--- config.mk ---
export PLATFORM = sky130hd
export DESIGN_NAME = square_matrix_multiply_unit_flat
export DESIGN_NICKNAME = d
export VERILOG_FILES = /design/src/rtl/core/smm_pkg.sv /design/src/rtl/core/smm_in_if.sv /design/src/rtl/core/smm_out_if.sv /design/src/rtl/core/smm_ram.sv /design/src/rtl/core/square_matrix_multiply_unit.sv /design/src/flat_wrapper.sv
export SDC_FILE = /design/constraint.sdc
export NUM_CORES = 1
export LEC_CHECK = 0
export BUFFER_PORTS_ARGS = -buffer_cell sky130_fd_sc_hd__clkbuf_2
export CAP_MARGIN = 10
export CORE_MARGIN = 4
export CORE_UTILIZATION = 45
export DETAILED_ROUTE_END_ITERATION = 12
export PLACE_DENSITY = 0.69
export SLEW_MARGIN = 20
export SYNTH_ARGS = -nofsm -noshare
export SYNTH_HDL_FRONTEND = slang
export SYNTH_SLANG_ARGS = --single-unit
--- constraint.sdc ---
create_clock -name clk -period 7.7 [get_ports clk]
set_input_delay 0.385 -clock clk [delete_from_list [all_inputs] [get_ports clk]]
set_output_delay 0.385 -clock clk [all_outputs]
set_load 0.01 [all_outputs]
--- src/rtl/core/smm_pkg.sv ---
// Package for the square matrix multiply unit: command codes, field types,
// and the microcode ROM that sequences the shared multiply-accumulate unit.
// No dependencies.
package smm_pkg;

  localparam int PROD_W = 34;
  localparam int STEP_W = 3;

  typedef logic [1:0]               cmd_t;
  typedef logic [1:0]               idx_t;
  typedef logic signed [15:0]       value_t;
  typedef logic signed [PROD_W-1:0] prod_t;
  typedef logic [STEP_W-1:0]        step_t;
  typedef logic [2:0]               cond_t;

  localparam cmd_t CMD_WRITE_A = 2'd0;
  localparam cmd_t CMD_WRITE_B = 2'd1;
  localparam cmd_t CMD_COMPUTE = 2'd2;

  // Sequencer steps
  localparam step_t ST_IDLE = 3'd0;
  localparam step_t ST_READ = 3'd1;
  localparam step_t ST_MUL  = 3'd2;
  localparam step_t ST_ACC  = 3'd3;
  localparam step_t ST_WAIT = 3'd4;
  localparam step_t ST_EMIT = 3'd5;
  localparam step_t ST_DONE = 3'd6;

  // Jump conditions
  localparam cond_t C_NEXT      = 3'd0;
  localparam cond_t C_ALWAYS    = 3'd1;
  localparam cond_t C_NO_START  = 3'd2;
  localparam cond_t C_K_MORE    = 3'd3;
  localparam cond_t C_OUT_BUSY  = 3'd4;
  localparam cond_t C_ELEM_MORE = 3'd5;

  typedef struct packed {
    logic  accept_en;
    logic  mul_en;
    logic  acc_en;
    logic  emit_en;
    cond_t cond;
    step_t target;
  } uctl_t;

  function automatic uctl_t ucode(input step_t step);
    uctl_t uc;
    unique case (step)
      ST_IDLE: uc = '{1'b1, 1'b0, 1'b0, 1'b0, C_NO_START,  ST_IDLE};
      ST_READ: uc = '{1'b0, 1'b0, 1'b0, 1'b0, C_NEXT,      ST_IDLE};
      ST_MUL:  uc = '{1'b0, 1'b1, 1'b0, 1'b0, C_NEXT,      ST_IDLE};
      ST_ACC:  uc = '{1'b0, 1'b0, 1'b1, 1'b0, C_K_MORE,    ST_READ};
      ST_WAIT: uc = '{1'b0, 1'b0, 1'b0, 1'b0, C_OUT_BUSY,  ST_WAIT};
      ST_EMIT: uc = '{1'b0, 1'b0, 1'b0, 1'b1, C_ELEM_MORE, ST_READ};
      ST_DONE: uc = '{1'b0, 1'b0, 1'b0, 1'b0, C_ALWAYS,    ST_IDLE};
      default: uc = '{1'b0, 1'b0, 1'b0, 1'b0, C_ALWAYS,    ST_IDLE};
    endcase
    return uc;
  endfunction

endpackage

--- src/rtl/core/smm_in_if.sv ---
// Command channel of the square matrix multiply unit: valid/ready plus the
// command, element position and element value. Depends on smm_pkg.
interface smm_in_if import smm_pkg::*; ();
  logic   valid;
  logic   ready;
  cmd_t   command;
  idx_t   row;
  idx_t   col;
  value_t value;

  modport source (output valid, command, row, col, value, input ready);
  modport sink   (input valid, command, row, col, value, output ready);
endinterface

--- src/rtl/core/smm_out_if.sv ---
// Result channel of the square matrix multiply unit: valid/ready plus the
// product element, its position and the last flag. Depends on smm_pkg.
interface smm_out_if import smm_pkg::*; ();
  logic  valid;
  logic  ready;
  idx_t  out_row;
  idx_t  out_col;
  prod_t product;
  logic  last;

  modport source (output valid, out_row, out_col, product, last, input ready);
  modport sink   (input valid, out_row, out_col, product, last, output ready);
endinterface

--- src/rtl/core/smm_ram.sv ---
// Generic single-write, single-read RAM with registered read data.
// No dependencies.
module smm_ram #(
  parameter int WIDTH = 16,
  parameter int DEPTH = 16
) (
  input  logic                                    clk,
  input  logic                                    we,
  input  logic [((DEPTH > 1) ? $clog2(DEPTH) : 1)-1:0] waddr,
  input  logic [WIDTH-1:0]                        wdata,
  input  logic [((DEPTH > 1) ? $clog2(DEPTH) : 1)-1:0] raddr,
  output logic [WIDTH-1:0]                        rdata
);

  logic [WIDTH-1:0] mem [DEPTH];

  always_ff @(posedge clk) begin
    if (we) begin
      mem[waddr] <= wdata;
    end
    rdata <= mem[raddr];
  end

endmodule

--- src/rtl/core/square_matrix_multiply_unit.sv ---
// Square signed matrix multiplier, DIM x DIM, one shared multiply-accumulate unit.
// Writes: accepted in consecutive cycles while idle.
// Compute: each product element takes a RAM read, multiply and accumulate per
// term, then an output handoff; a run holds the input until it is back in idle,
// output stalls included. Rate is set by the single multiplier and one read port per matrix.
// Reset (rst_n, synchronous) clears the sequencer and output valid; matrices stay undefined.
module square_matrix_multiply_unit import smm_pkg::*; #(
  parameter int DIM        = 4,
  parameter int ELEM_WIDTH = 16
) (
  input  logic             clk,
  input  logic             rst_n,
  smm_in_if.sink           in_chan,
  smm_out_if.source        out_chan
);

  localparam int IDX_W       = (DIM > 1) ? $clog2(DIM) : 1;
  localparam int DEPTH       = DIM * DIM;
  localparam int ADDR_W      = (DEPTH > 1) ? $clog2(DEPTH) : 1;
  localparam int PROD_FULL_W = 2 * ELEM_WIDTH;
  localparam logic [IDX_W-1:0] IDX_LAST = IDX_W'(DIM - 1);

  step_t upc_r, upc_nxt;
  uctl_t ctl;
  logic  cond_hit;

  logic [IDX_W-1:0] i_r, j_r, k_r;
  logic [IDX_W+1:0] i_wide, j_wide;

  logic                    in_fire;
  logic [7:0]              wr_full;
  logic                    wr_in_range;
  logic [ADDR_W-1:0]       wr_addr;
  logic [ELEM_WIDTH-1:0]   wr_elem;
  logic                    we_a, we_b;
  logic [ADDR_W-1:0]       rd_addr_a, rd_addr_b;
  logic [ELEM_WIDTH-1:0]   a_rd, b_rd;

  logic signed [PROD_FULL_W-1:0] mul_r;
  prod_t                         acc_r;
  logic                          elem_last;

  logic  out_valid_r;
  idx_t  out_row_r, out_col_r;
  prod_t product_r;
  logic  last_r;

  assign ctl = ucode(upc_r);

  // Command side
  assign in_chan.ready = ctl.accept_en;
  assign in_fire       = in_chan.valid && ctl.accept_en;
  assign wr_full       = 8'(in_chan.row) * 8'(DIM) + 8'(in_chan.col);
  assign wr_in_range   = (32'(in_chan.row) < DIM) && (32'(in_chan.col) < DIM);
  assign wr_addr       = ADDR_W'(wr_full);
  assign wr_elem       = ELEM_WIDTH'(in_chan.value);
  assign we_a = in_fire && (in_chan.command == CMD_WRITE_A) && wr_in_range;
  assign we_b = in_fire && (in_chan.command == CMD_WRITE_B) && wr_in_range;

  // A is read along row i, B down column j
  assign rd_addr_a = ADDR_W'(32'(i_r) * DIM + 32'(k_r));
  assign rd_addr_b = ADDR_W'(32'(k_r) * DIM + 32'(j_r));

  smm_ram #(.WIDTH(ELEM_WIDTH), .DEPTH(DEPTH)) u_mat_a (
    .clk   (clk),
    .we    (we_a),
    .waddr (wr_addr),
    .wdata (wr_elem),
    .raddr (rd_addr_a),
    .rdata (a_rd)
  );

  smm_ram #(.WIDTH(ELEM_WIDTH), .DEPTH(DEPTH)) u_mat_b (
    .clk   (clk),
    .we    (we_b),
    .waddr (wr_addr),
    .wdata (wr_elem),
    .raddr (rd_addr_b),
    .rdata (b_rd)
  );

  assign elem_last = (i_r == IDX_LAST) && (j_r == IDX_LAST);

  // Step counter with conditional jump
  always_comb begin
    unique case (ctl.cond)
      C_NEXT:      cond_hit = 1'b0;
      C_ALWAYS:    cond_hit = 1'b1;
      C_NO_START:  cond_hit = !(in_fire && (in_chan.command == CMD_COMPUTE));
      C_K_MORE:    cond_hit = (k_r != IDX_LAST);
      C_OUT_BUSY:  cond_hit = out_valid_r && !out_chan.ready;
      C_ELEM_MORE: cond_hit = !elem_last;
      default:     cond_hit = 1'b0;
    endcase
    upc_nxt = cond_hit ? ctl.target : step_t'(upc_r + 1'b1);
  end

  always_ff @(posedge clk) begin
    if (!rst_n) begin
      upc_r <= ST_IDLE;
    end else begin
      upc_r <= upc_nxt;
    end
  end

  // Loop indices: restart on every accepted command
  always_ff @(posedge clk) begin
    if (in_fire) begin
      i_r <= '0;
      j_r <= '0;
      k_r <= '0;
    end else begin
      if (ctl.acc_en) begin
        k_r <= (k_r == IDX_LAST) ? '0 : IDX_W'(k_r + 1'b1);
      end
      if (ctl.emit_en) begin
        if (j_r == IDX_LAST) begin
          j_r <= '0;
          i_r <= (i_r == IDX_LAST) ? '0 : IDX_W'(i_r + 1'b1);
        end else begin
          j_r <= IDX_W'(j_r + 1'b1);
        end
      end
    end
  end

  // Shared multiply-accumulate; the first term of a dot product starts fresh
  always_ff @(posedge clk) begin
    if (ctl.mul_en) begin
      mul_r <= PROD_FULL_W'($signed(a_rd)) * PROD_FULL_W'($signed(b_rd));
    end
    if (ctl.acc_en) begin
      acc_r <= ((k_r == '0) ? prod_t'(0) : acc_r) + PROD_W'(mul_r);
    end
  end

  // Output register
  assign i_wide = (IDX_W + 2)'(i_r);
  assign j_wide = (IDX_W + 2)'(j_r);

  always_ff @(posedge clk) begin
    if (!rst_n) begin
      out_valid_r <= 1'b0;
    end else if (ctl.emit_en) begin
      out_valid_r <= 1'b1;
    end else if (out_chan.ready) begin
      out_valid_r <= 1'b0;
    end
  end

  always_ff @(posedge clk) begin
    if (ctl.emit_en) begin
      out_row_r <= i_wide[1:0];
      out_col_r <= j_wide[1:0];
      product_r <= acc_r;
      last_r    <= elem_last;
    end
  end

  assign out_chan.valid   = out_valid_r;
  assign out_chan.out_row = out_row_r;
  assign out_chan.out_col = out_col_r;
  assign out_chan.product = product_r;
  assign out_chan.last    = last_r;

endmodule

--- src/flat_wrapper.sv ---
// flat-port wrapper written by rule: the top's interface ports become plain ports
module square_matrix_multiply_unit_flat import smm_pkg::*;
#(
  parameter int DIM        = 4,
  parameter int ELEM_WIDTH = 16
)
  (clk, rst_n, in_chan_valid, in_chan_command, in_chan_row, in_chan_col, in_chan_value, in_chan_ready, out_chan_valid, out_chan_out_row, out_chan_out_col, out_chan_product, out_chan_last, out_chan_ready);
  smm_in_if in_chan_i ();
  smm_out_if out_chan_i ();
  input  logic clk;
  input  logic rst_n;
  input wire logic [$bits(in_chan_i.valid)-1:0] in_chan_valid;
  input wire logic [$bits(in_chan_i.command)-1:0] in_chan_command;
  input wire logic [$bits(in_chan_i.row)-1:0] in_chan_row;
  input wire logic [$bits(in_chan_i.col)-1:0] in_chan_col;
  input wire logic [$bits(in_chan_i.value)-1:0] in_chan_value;
  output wire logic [$bits(in_chan_i.ready)-1:0] in_chan_ready;
  output wire logic [$bits(out_chan_i.valid)-1:0] out_chan_valid;
  output wire logic [$bits(out_chan_i.out_row)-1:0] out_chan_out_row;
  output wire logic [$bits(out_chan_i.out_col)-1:0] out_chan_out_col;
  output wire logic [$bits(out_chan_i.product)-1:0] out_chan_product;
  output wire logic [$bits(out_chan_i.last)-1:0] out_chan_last;
  input wire logic [$bits(out_chan_i.ready)-1:0] out_chan_ready;
  assign in_chan_i.valid = in_chan_valid;
  assign in_chan_i.command = in_chan_command;
  assign in_chan_i.row = in_chan_row;
  assign in_chan_i.col = in_chan_col;
  assign in_chan_i.value = in_chan_value;
  assign in_chan_ready = in_chan_i.ready;
  assign out_chan_valid = out_chan_i.valid;
  assign out_chan_out_row = out_chan_i.out_row;
  assign out_chan_out_col = out_chan_i.out_col;
  assign out_chan_product = out_chan_i.product;
  assign out_chan_last = out_chan_i.last;
  assign out_chan_i.ready = out_chan_ready;
  square_matrix_multiply_unit #(.DIM(DIM), .ELEM_WIDTH(ELEM_WIDTH)) u_core (.clk(clk), .rst_n(rst_n), .in_chan(in_chan_i), .out_chan(out_chan_i));
endmodule
### Yosys cells after proc, flatten, opt, wreduce, memory -nomap -nowiden

Memory sizes are Yosys's and may differ from the RTL's. A register that Yosys moved wholly into a read port is not among the register bits.
Index checks and enable logic that the tools add are counted.

* bits in registers: 115
* bits in latches: 0
* RAM bits: 512
* ROM bits: 0
* input port bits: 26
* output and inout bits: 41
* word-level logic and storage cells: 65
* memories kept: 2

Memory list
* u_core.u_mat_a.mem: words 16, bits a word 16, read ports 1, clocked after memory_dff 1, wr ports 1, RTL line smm_ram.sv:15 `logic [WIDTH-1:0] mem [DEPTH];`
* u_core.u_mat_b.mem: words 16, bits a word 16, read ports 1, clocked after memory_dff 1, wr ports 1, RTL line smm_ram.sv:15

* add/subtract/negate cells: 8
* $mul: 1
* div/mod/pow operators: 0
* $lt $le $gt $ge: 0
* eq/ne operators: 16
* shift operators: 0
* mux-type cells: 13
* bitwise logic cells: 0
* reductions and logical operators: 14

Operators with widths (number)
* $pmux 10 s6: 1
* $add 34x32->34: 1
* $mux 34: 1
* $mul 16x16->32: 1
* $add 4x2->4: 3
* $eq 3x2->1 const B: 4
* $eq 3x3->1 const B: 4
* $eq 2x2->1 const B: 4
* $add 2x1->2 const B: 3
* $eq 3x1->1 const B: 2
* $logic_and 1x1->1: 6
* $mux 1: 6
* $mux 2: 3
* $pmux 1 s5: 1
* $logic_not 2->1: 2
* $add 3x1->3 const B: 1
* $logic_not 1->1: 3
* $logic_not 3->1: 1
* $mux 3: 1
* $eq 2x1->1 const B: 1
* $ne 2x2->1 const B: 1
* $reduce_and 2->1: 1
* $reduce_bool 2->1: 1

### Longest topological paths before layout

Gate-level depths: netlist of the first run.

* depth after elaboration: 7
* gate-level depth with buffers: 23
* depth with buffers taken out: 21

### Modules after synthesis

From an unflattened synthesis of the first run, not the netlist that was laid out.

* cells, all modules: 2388
* area total of the unflattened synthesis: 35549.1 um2

Modules (own cells, without submodules)
* smm_ram: times used 2, cells an instance 432, area each 10043.4 um2
* square_matrix_multiply_unit: times used 1, cells an instance 1524, area each 15462.3 um2

### Least setup slack after synthesis of the first run

No wires, ideal clock.

* path kind: reg2reg
* start: register u_core.u_mat_a.rdata[15], read port of u_core.u_mat_a.mem
* end: register u_core.mul_r[31], data pin
* arrival time: 5.843 ns
* setup slack: 1.594 ns
* cell stages (with the launch flop): 21
* period minus slack after synthesis: 6.106 ns
* cell sequence: dfxtp_1 clkbuf_1 nand2_1 inv_1 fa_1 fa_1 fa_1 fa_1 fa_1 inv_1 fa_1 inv_1 ha_1 a21o_1 a21o_1 a21o_1 a21o_1 a21oi_1 o31ai_1 a311oi_1 xnor2_1

* cells in the longest elaborated chain, start to end: 1

Ends and longest elaborated chain
* from (decl): RTL line smm_ram.sv:12 `output logic [WIDTH-1:0] rdata`
* $mul 16x16->32: RTL line square_matrix_multiply_unit.sv:130 `mul_r <= PROD_FULL_W'($signed(a_rd)) * PROD_FULL_W'($signed(b_rd));`
* to (signal assigned): RTL line square_matrix_multiply_unit.sv:130
* to (decl): RTL line square_matrix_multiply_unit.sv:39 `logic signed [PROD_FULL_W-1:0] mul_r;`

No other way between the ends.
A chain may end at the register's enable or synchronous reset.

### Worst setup path after layout of the first run

* start: register u_core.u_mat_b.rdata[1], read port of u_core.u_mat_b.mem
* end: register u_core.mul_r[31], data pin

* cells in the longest elaborated chain, start to end: 1

Ends and longest elaborated chain (RTL line)
* from (decl): smm_ram.sv:12
* $mul 16x16->32: square_matrix_multiply_unit.sv:130

No other way between the ends.

==> results of run 1 <==
[flip-flops by register name, indices dropped and copies added, names as in the netlist]
name and cells:
u_core.acc_r 34, u_core.i_r 2, u_core.j_r 2, u_core.k_r 2, u_core.mul_r 32, u_core.out_chan.last 1, u_core.out_chan.out_col 2, u_core.out_chan.out_row 2
u_core.out_chan.product 34, u_core.out_chan.valid 1, u_core.u_mat_a.mem 256, u_core.u_mat_a.rdata 16, u_core.u_mat_b.mem 256, u_core.u_mat_b.rdata 16, u_core.upc_r 3
[cell usage after synthesis (3+ instances only)]
| library cell | n | area (µm²) |
|---|---|---|
| o21ai_0 | 16 | 80.1 |
| a31oi_1 | 3 | 18.8 |
| nand3_1 | 14 | 70.1 |
| and3_1 | 7 | 43.8 |
| nor3_1 | 26 | 130 |
| or2_2 | 3 | 18.8 |
| a21oi_1 | 62 | 310 |
| inv_1 | 323 | 1210 |
| or3_1 | 4 | 25.0 |
| o211ai_1 | 8 | 60.1 |
| and2_1 | 126 | 788 |
| nand4_1 | 7 | 43.8 |
| a21boi_0 | 3 | 22.5 |
| a21o_1 | 24 | 180 |
| nor2_1 | 89 | 334 |
| o21bai_1 | 7 | 52.6 |
| a211oi_1 | 6 | 45.0 |
| fa_1 | 263 | 5270 |
| xnor2_1 | 47 | 412 |
| dfxtp_1 | 42 | 841 |
| xor2_1 | 11 | 96.3 |
| nand2b_1 | 18 | 113 |
| clkbuf_1 | 65 | 244 |
| o21ai_1 | 4 | 20.0 |
| nand3b_1 | 4 | 30.0 |
| buf_2 | 9 | 45.0 |
| or4_1 | 3 | 22.5 |
| mux4_2 | 160 | 3600 |
| nor2b_1 | 37 | 231 |
| edfxtp_1 | 617 | 18500 |
| nand2_1 | 158 | 593 |
| o21a_1 | 12 | 90.1 |
| ha_1 | 124 | 1550 |
| o31ai_1 | 4 | 30.0 |
| buf_1 | 7 | 26.3 |
[cell type report]
cell class | instances | area, µm²
inverter | 324 | 1220
timing repair buffer | 93 | 582
clock buffer | 91 | 1830
multi-input combinational | 1286 | 14800
fill | 6428 | 38400
clock inverter | 29 | 355
tap | 1040 | 1300
sequential | 659 | 19400
[cell families after synthesis]
kind of cell	count (synthesis)	synth area share
adders and majority gates	387	0.192
buffers and inverters	405	0.0431
xor gates and xnor gates	58	0.0143
muxes	162	0.102
DFF	659	0.545
AOI/OAI and AO/OA	176	0.0333
and+or+nand+nor	503	0.0704
[final timing paths]
check | startpoint | endpoint
setup / recovery | u_core.u_mat_b.rdata[1]$_DFF_P_ | u_core.mul_r[31]$_DFFE_PP_
hold / removal | out_chan_ready | u_core.out_chan.valid$_SDFFE_PN0P_
setup reg to reg | u_core.u_mat_b.rdata[1]$_DFF_P_ | u_core.mul_r[31]$_DFFE_PP_
hold reg to reg | u_core.acc_r[22]$_DFFE_PP_ | u_core.out_chan.product[22]$_DFFE_PP_
[metal layers]
metal / part of all wire / track usage / vias up / routed length (µm)
met5: 0 / 0 / - / 0
met4: 0.027 / 0.0493 / 0 / 2000
met3: 0.073 / 0.0308 / 126 / 5360
met2: 0.48 / 0.295 / 658 / 35300
met1: 0.42 / 0.253 / 9754 / 31000
li1: - / - / 8462 / -
[where the power goes]
| group | internal, mW | switching, mW | total, mW |
|---|---|---|---|
| Clock | 1.86 | 1.35 | 3.21 |
| Sequential | 3.96 | 0.00801 | 3.97 |
| Combinational | 0.309 | 0.452 | 0.762 |
[critical path, stage by stage (launching register included)]
cell and delay [ns]:
dfxtp_1 0.66, nand2_1 0.20, inv_1 0.16, fa_1 0.54
fa_1 0.84, fa_1 0.52, fa_1 0.51, fa_1 0.50
inv_1 0.05, fa_1 0.47, inv_1 0.04, ha_1 0.31
a21o_1 0.24, a21o_1 0.20, a21o_1 0.19, a21o_1 0.17
a21oi_1 0.20, o31ai_1 0.15, a311oi_1 0.34, xnor2_1 0.10
[what timing repair did]
| item | 4_1_cts | 5_1_grt |
|---|---|---|
| endpoints found under the hold margin | 3 | 0 |
| resized for setup | 0 | 0 |
| endpoints found under the setup margin | 0 | 0 |
| hold buffers | 1 | 0 |
[stage by stage]
step           setup slack [ns]  cells  hold WS [ns]
2_1_floorplan              1.59   2350         0.418
3_3_place_gp               1.28   3396         0.430
3_5_place_dp               1.08   3396         0.425
4_1_cts                    1.07   3517        0.0326
5_1_grt                   0.745   3522        0.0592
6_report                   1.05   3522        0.0673
==> run metrics, run 1 <==
setup_tns 0 ns; commonest non-fill, non-tap cells in the layout edfxtp_1 (617), inv_1 (322), fa_1 (263), mux4_2 (160), nand2_1 (158); Final Hold Fails 0; Post-Syn Nets 2763; crit path DAT 6.99 ns; R2R depth 19; Post-route DRC 0; Static Leak 14.7 nW; initial antenna violation count 4; Die H 289 µm; element type at the critical path end flop; total CTS buffers 68; Yosys cell types 63; syn avg cell area 15.1 µm²; DRT Pass-1 Iters 5; Total GRT Usage 0.180; count of final max-slew check failures 0; hpwl dp 48300 µm; first-pass GRT wire length 115000 µm; Clock Latency Late Sink 0.61 ns; Synth Instances 2350; # Post-CTS Setup Buffers 0; total power after layout 7.94 mW; WP data required 8.04 ns; grt total ovfl 0; clock sink total 659; IO buf count 66; H-tree Lvls 3; Cell Area, Synth 35500 µm²; CTS tree done; Rows 102; root buffer cell clkbuf_16; commonest non-fill, non-tap cell in the layout edfxtp_1; Slew @ Worst Pin 1.11 ns; Final setup violation count 0; Clock Pin Slew Worst Setup and Hold Paths 0.06 ns; Tcrit/Tclk final 0.864; type of the worst min-delay path in -> reg; Core Util, Final 0.507; routability congestion estimate from global placement 0.850; io pins 67; Core Box Area 77800 µm²; max frequency 0.150 GHz; Syn-to-layout area delta 11.0%; Slew Limit Headroom 0.262; Cell Pwr Density 201 nW/µm²; Period minus WS final 6.65 ns; post-route cell area 39400 µm²; die width 289 µm; reg-to-reg slack, setup 1.05 ns; placed cell areas 37100 µm²; die area 83500 µm²; Seq cells post-synth 659; sequential share of the synthesized area 0.545; vias in the first global route 20100; leading register cell type out of synthesis edfxtp_1; number of antenna diodes 0; Wirelength per Cell 20.9 µm; status complete, no violations; number of synthesis warnings 0; pin count of the biggest net entering global routing 68; hold path depth 3; Async SR Flop Fraction 0; Antenna Violating Nets Remaining 0; Nets 2845; share of cells above drive strength 1 0.154; worst-path fanout max 16; Peak VDD IR 0.000181 V; max_cap viols 0; via density per instance 5.39; Clock Path Buffers 3; initial core utilization 0.456; Crit Path Category reg -> reg; number of synthesized flops with an enable pin 617; RSZ-0062 raised after global routing no; Critical Path Start Type flop; Clock Skew 0.0199 ns; wirelength, routed 73600 µm; 1st-iter DRT viols 1532; via count 19000
Power figures use the tool's default switching activity.
==> run 2, diff against run 1 <==
==> constraint.sdc (replaced) <==
create_clock -name clk -period 8.65 [get_ports clk]
set_input_delay 0.4325 -clock clk [delete_from_list [all_inputs] [get_ports clk]]
set_output_delay 0.4325 -clock clk [all_outputs]
set_load 0.01 [all_outputs]
==> run 2 against run 1 <==
Effect of this change:
- setup slack better by 0.99 ns
- critical path type unchanged
- clock skew up 0.012 ns
- power down 11%
- clock-buffer cell count unchanged
- non-clock buffer count down 3
- sequential power down 11%
- core utilization down 0.067 points
- wire length up 0.46%
- hold slack worse by 0.018 ns
- die area unchanged
- fmax up 0.65%
- cell area down 0.13%
==> run metrics, run 2 (same netlist as run 1, synthesis figures left out) <==
Final setup violation count 0; Core Box Area 77800 µm²; R2R depth 19; Antenna Violating Nets Remaining 0; die area 83500 µm²; Syn-to-layout area delta 10.9%; root buffer cell clkbuf_16; setup_tns 0 ns; vias in the first global route 20300; Placed Instances 3395; Critical Path Start Type flop; max frequency 0.151 GHz; # resized after CTS 0; Cell Pwr Density 179 nW/µm²; Static Leak 14.7 nW; CTS tree done; Period minus WS final 6.61 ns; first-pass GRT wire length 116000 µm; Clock Skew 0.0319 ns; type of the worst min-delay path in -> reg; die width 289 µm; hold_buf cts 0; Slew @ Worst Pin 1.13 ns; initial core utilization 0.456; Crit Path Category reg -> reg; clock sink total 659; Wirelength per Cell 21.0 µm; Tcrit/Tclk final 0.764; IO buf count 66; pin count of the biggest net entering global routing 68; via count 19000; wirelength, routed 74000 µm; WP data required 8.99 ns; Non-Filler Instances 3525; DRT Pass-1 Iters 5; hpwl dp 48600 µm; Peak VDD IR 0.000175 V; Final Hold Fails 0; commonest non-fill, non-tap cell in the layout edfxtp_1; io pins 67; worst-path fanout max 16; total power after layout 7.04 mW; initial antenna violation count 4; routability congestion estimate from global placement 0.850; # Post-CTS Setup Buffers 0; Slew Limit Headroom 0.246; Rows 102; total CTS buffers 69; critical hold path startpoint rst_n; Die H 289 µm; grt total ovfl 0; post-route cell area 39400 µm²; RSZ-0062 raised after global routing no; Critical R2R Launch u_core.u_mat_a.rdata[15]$_DFF_P_; Clock Latency Late Sink 0.62 ns; Critical path origin u_core.u_mat_a.rdata[15]$_DFF_P_; hold path depth 3; element type at the critical path end flop; H-tree Lvls 3; share of cells above drive strength 1 0.153; Nets 2843; count of final max-slew check failures 0; crit path DAT 6.95 ns; max_cap viols 0; Total GRT Usage 0.182; Clock Pin Slew Worst Setup and Hold Paths 0.06 ns; Post-route DRC 0; largest registers u_core.u_mat_a.mem x256, u_core.u_mat_b.mem x256; 1st-iter DRT viols 1457; placed cell areas 37100 µm²; status complete, no violations; Clock Path Buffers 3; via density per instance 5.39; commonest non-fill, non-tap cells in the layout edfxtp_1 (617), inv_1 (322), fa_1 (263), mux4_2 (160), nand2_1 (158)
-- run 2: cell types whose count changed in the layout (fill, tap and decap cells not counted), sizes merged --
cell / previous run / this run
clkinv: 20 / 23
clkinvlp: 0 / 3
buf: 26 / 24
bufinv: 5 / 3
diode: 0 / 1
dlygate4sd3: 1 / 0
inv: 328 / 329
-- run 2: final cells by class --
cell class / count / area [µm²]
clock inverter: 34 / 327
antenna: 1 / 2.50
clock buffer: 91 / 1840
fill: 6439 / 38500
timing repair buffer: 90 / 549
tap: 1040 / 1300
multi-input combinational: 1286 / 14800
sequential: 659 / 19400
inverter: 324 / 1220
-- run 2: power by group --
part | switching [mW] | internal [mW]
combinational | 0.403 | 0.276
sequential | 0.00727 | 3.52
clock | 1.22 | 1.61
total | 1.63 | 5.41
-- run 2: worst paths after layout --
path	to	slack [ns]
max	u_core.mul_r[31]$_DFFE_PP_	2.04
min	u_core.upc_r[1]$_SDFF_PP0_	0.05
max reg2reg	u_core.mul_r[31]$_DFFE_PP_	2.04
min reg2reg	u_core.out_chan.product[26]$_DFFE_PP_	0.44
-- run 2: through the flow --
stage | hold WS (ns) | utilization | setup slack (ns)
2_1_floorplan | 0.418 | - | 2.54
3_3_place_gp | 0.428 | 0.477 | 2.21
3_5_place_dp | 0.426 | 0.477 | 2.05
4_1_cts | 0.0106 | 0.505 | 2.04
5_1_grt | 0.0388 | 0.506 | 1.64
6_report | 0.0492 | 0.506 | 2.04
-- run 2: metal layers --
metal	wire [µm]	vias to the layer above	global-route usage
met5	0	-	0
met4	1700	0	0.0473
met3	4690	115	0.0335
met2	35500	598	0.297
met1	32100	9842	0.255
li1	-	8460	-
-- run 2: critical path, cell delays in order, from the launching register on --
cell      delay, ns
dfxtp_1        0.67
nand2_1        0.19
inv_1          0.16
fa_1           0.54
fa_1           0.83
fa_1           0.51
fa_1           0.51
fa_1           0.49
inv_1          0.05
fa_1           0.48
inv_1          0.04
ha_1           0.31
a21o_1         0.24
a21o_1         0.19
a21o_1         0.19
a21o_1         0.17
a21oi_1        0.19
o31ai_1        0.14
a311oi_1       0.33
xnor2_1        0.09
==> run 3, diff against run 2 <==
--- a/config.mk
+++ b/config.mk
@@ -10,7 +10,7 @@
 export CORE_MARGIN = 4
 export CORE_UTILIZATION = 45
 export DETAILED_ROUTE_END_ITERATION = 12
-export PLACE_DENSITY = 0.69
+export PLACE_DENSITY = 0.72
 export SLEW_MARGIN = 20
 export SYNTH_ARGS = -nofsm -noshare
 export SYNTH_HDL_FRONTEND = slang
==> constraint.sdc (replaced) <==
create_clock -name clk -period 5.4 [get_ports clk]
set_input_delay 0.27 -clock clk [delete_from_list [all_inputs] [get_ports clk]]
set_output_delay 0.27 -clock clk [all_outputs]
set_load 0.01 [all_outputs]
==> run 3 against run 2 <==
Effect of this change:
- the run now ends with negative setup slack left
- clock skew rose by 0.014 ns
- core utilization rose by 2.9 points
- fmax is 17% higher
- global-route usage rose by 0.73 points
- critical endpoint is now u_core.mul_r[29]$_DFFE_PP_
- largest power group unchanged
==> run metrics, run 3 (same netlist as run 1, synthesis figures left out) <==
status finished with violations; violated checks negative setup slack; delay-heaviest family, CP adder cells; Peak VDD IR 0.000421 V; Core Box Area 77800 µm²; Tcrit/Tclk final 1.05; Post-route DRC 0; grt total ovfl 0; worst path cell trace buf_6, nand2_1, fa_1, inv_1, fa_1, fa_2, fa_2, fa_1, inv_1, fa_1, inv_2, ha_4, inv_1, o221ai_2, a21oi_2, nand2_2, a21oi_4, buf_6, o311ai_2, o211ai_1, xnor2_1; share of cells above drive strength 1 0.270; vias in the first global route 21600; largest registers u_core.u_mat_a.mem x256, u_core.u_mat_b.mem x256; Total GRT Usage 0.189; Crit Path Category reg -> reg; via count 19900; 1st-iter DRT viols 1565; total power after layout 11.8 mW; Nets 3032; crit-path most repeated cell fa_1; Cell Pwr Density 284 nW/µm²; via density per instance 5.35; Critical Path Start Type flop; Final Hold Fails 0; Die H 289 µm; WP data required 5.76 ns; Placement Setup Slack -0.457 ns; Wirelength per Cell 21.0 µm; worst-path fanout max 6; worst path buffer plus inverter count 6; routability congestion estimate from global placement 0.873; H-tree Lvls 3; hpwl dp 51100 µm; element type at the critical path end flop; Clock Skew 0.0454 ns; Largest stage delay, worst path 0.60 ns; die area 83500 µm²; Antenna Violating Nets Remaining 0; Fill cells 6127; initial antenna violation count 4; Static Leak 15.8 nW; Reg area 19500 µm²; wirelength, routed 78200 µm; type of the worst min-delay path in -> reg; crit path DAT 6.02 ns; CTS tree done; DRT Pass-1 Iters 7; RSZ-0062 raised after global routing yes; final setup margin -0.262 ns; Core Util, Final 0.535; first-pass GRT wire length 122000 µm; Syn-to-layout area delta 17.3%; total CTS buffers 67; Period minus WS final 5.66 ns; IO buf count 66; initial core utilization 0.456; Clock Path Buffers 3; die width 289 µm; slowest stage cell, crit path fa_2; count of final max-slew check failures 0; multi-input logic area 15300 µm²; pin count of the biggest net entering global routing 66; commonest non-fill, non-tap cells in the layout edfxtp_1 (617), inv_1 (297), fa_1 (244), buf_4 (184), mux4_2 (160); Clock Pin Slew Worst Setup and Hold Paths 0.07 ns; commonest non-fill, non-tap cell in the layout edfxtp_1; Final setup violation count 13; setup_tns -1.90 ns; Slew Limit Headroom 0.209; root buffer cell clkbuf_16; Rows 102; io pins 67; Slew @ Worst Pin 1.18 ns; clock sink total 659; max frequency 0.177 GHz; Clock Latency Late Sink 0.64 ns; max_cap viols 0
[run 3: cell count changes in the layout (fill, tap and decap cells not counted), moves of 14 or more]
cell,previous run,this run
buf_4,20,184
ha_1,123,109
inv_1,322,297
nand2_1,158,141
a21oi_2,1,15
dfxtp_1,37,10
dfxtp_4,3,25
fa_1,263,244
fa_2,0,19
inv_2,2,27
buf_6,1,15
a21oi_1,62,45
[run 3: area by class of cell]
type,instances,share of cell area
clock buffer,90,0.0430
antenna,2,0.000120
timing repair buffer,281,0.0518
clock inverter,33,0.00949
multi-input combinational,1286,0.368
inverter,324,0.0292
tap,1040,0.0312
sequential,659,0.467
[run 3: final timing paths]
| kind | startpoint | to | slack (ns) | cells after the start |
|---|---|---|---|---|
| worst max-delay path | u_core.u_mat_a.rdata[7]$_DFF_P_ | u_core.mul_r[29]$_DFFE_PP_ | -0.26 | 21 |
| worst max register to register | u_core.u_mat_a.rdata[7]$_DFF_P_ | u_core.mul_r[29]$_DFFE_PP_ | -0.26 | 21 |
| worst min-delay path | in_chan_valid | u_core.j_r[0]$_SDFFE_PP0P_ | 0.11 | 3 |
| worst min register to register | u_core.acc_r[4]$_DFFE_PP_ | u_core.out_chan.product[4]$_DFFE_PP_ | 0.44 | 0 |
[run 3: metal layers]
metal	routed length [µm]	global-route usage	up-vias	part of all wire
met5	0	0	-	0
met1	31000	0.243	10200	0.40
li1	-	-	8851	-
met3	5190	0.0400	148	0.066
met2	39900	0.326	661	0.51
met4	2120	0.0568	0	0.027
[run 3: metrics by stage]
step	hold WS [ns]	cells	instance area, µm²
after floorplan	0.369	2350	35800
after CTS	0.0702	3693	41300
final	0.115	3715	41700
after global routing	0.0973	3713	41700
after global placement	0.429	3536	38400
after detailed placement	0.428	3536	38400
[run 3: repair_timing]
item	4_1_cts	5_1_grt
hold buffers	2	0
gates resized for setup	100	68
buffers inserted	32	17
pin swaps	40	58
hold endpoints to repair	4	0
setup endpoints to repair	16	18
gates cloned	0	0
[run 3: worst min-delay path, cell delays in order]
cell and delay, ns:
clkbuf_2 0.10, and2_1 0.23, nor2_1 0.12
[run 3: report_power, final]
part / switching (mW) / internal (mW)
combinational: 0.852 / 0.797
sequential: 0.00876 / 5.63
clock: 2.01 / 2.54
total: 2.87 / 8.97
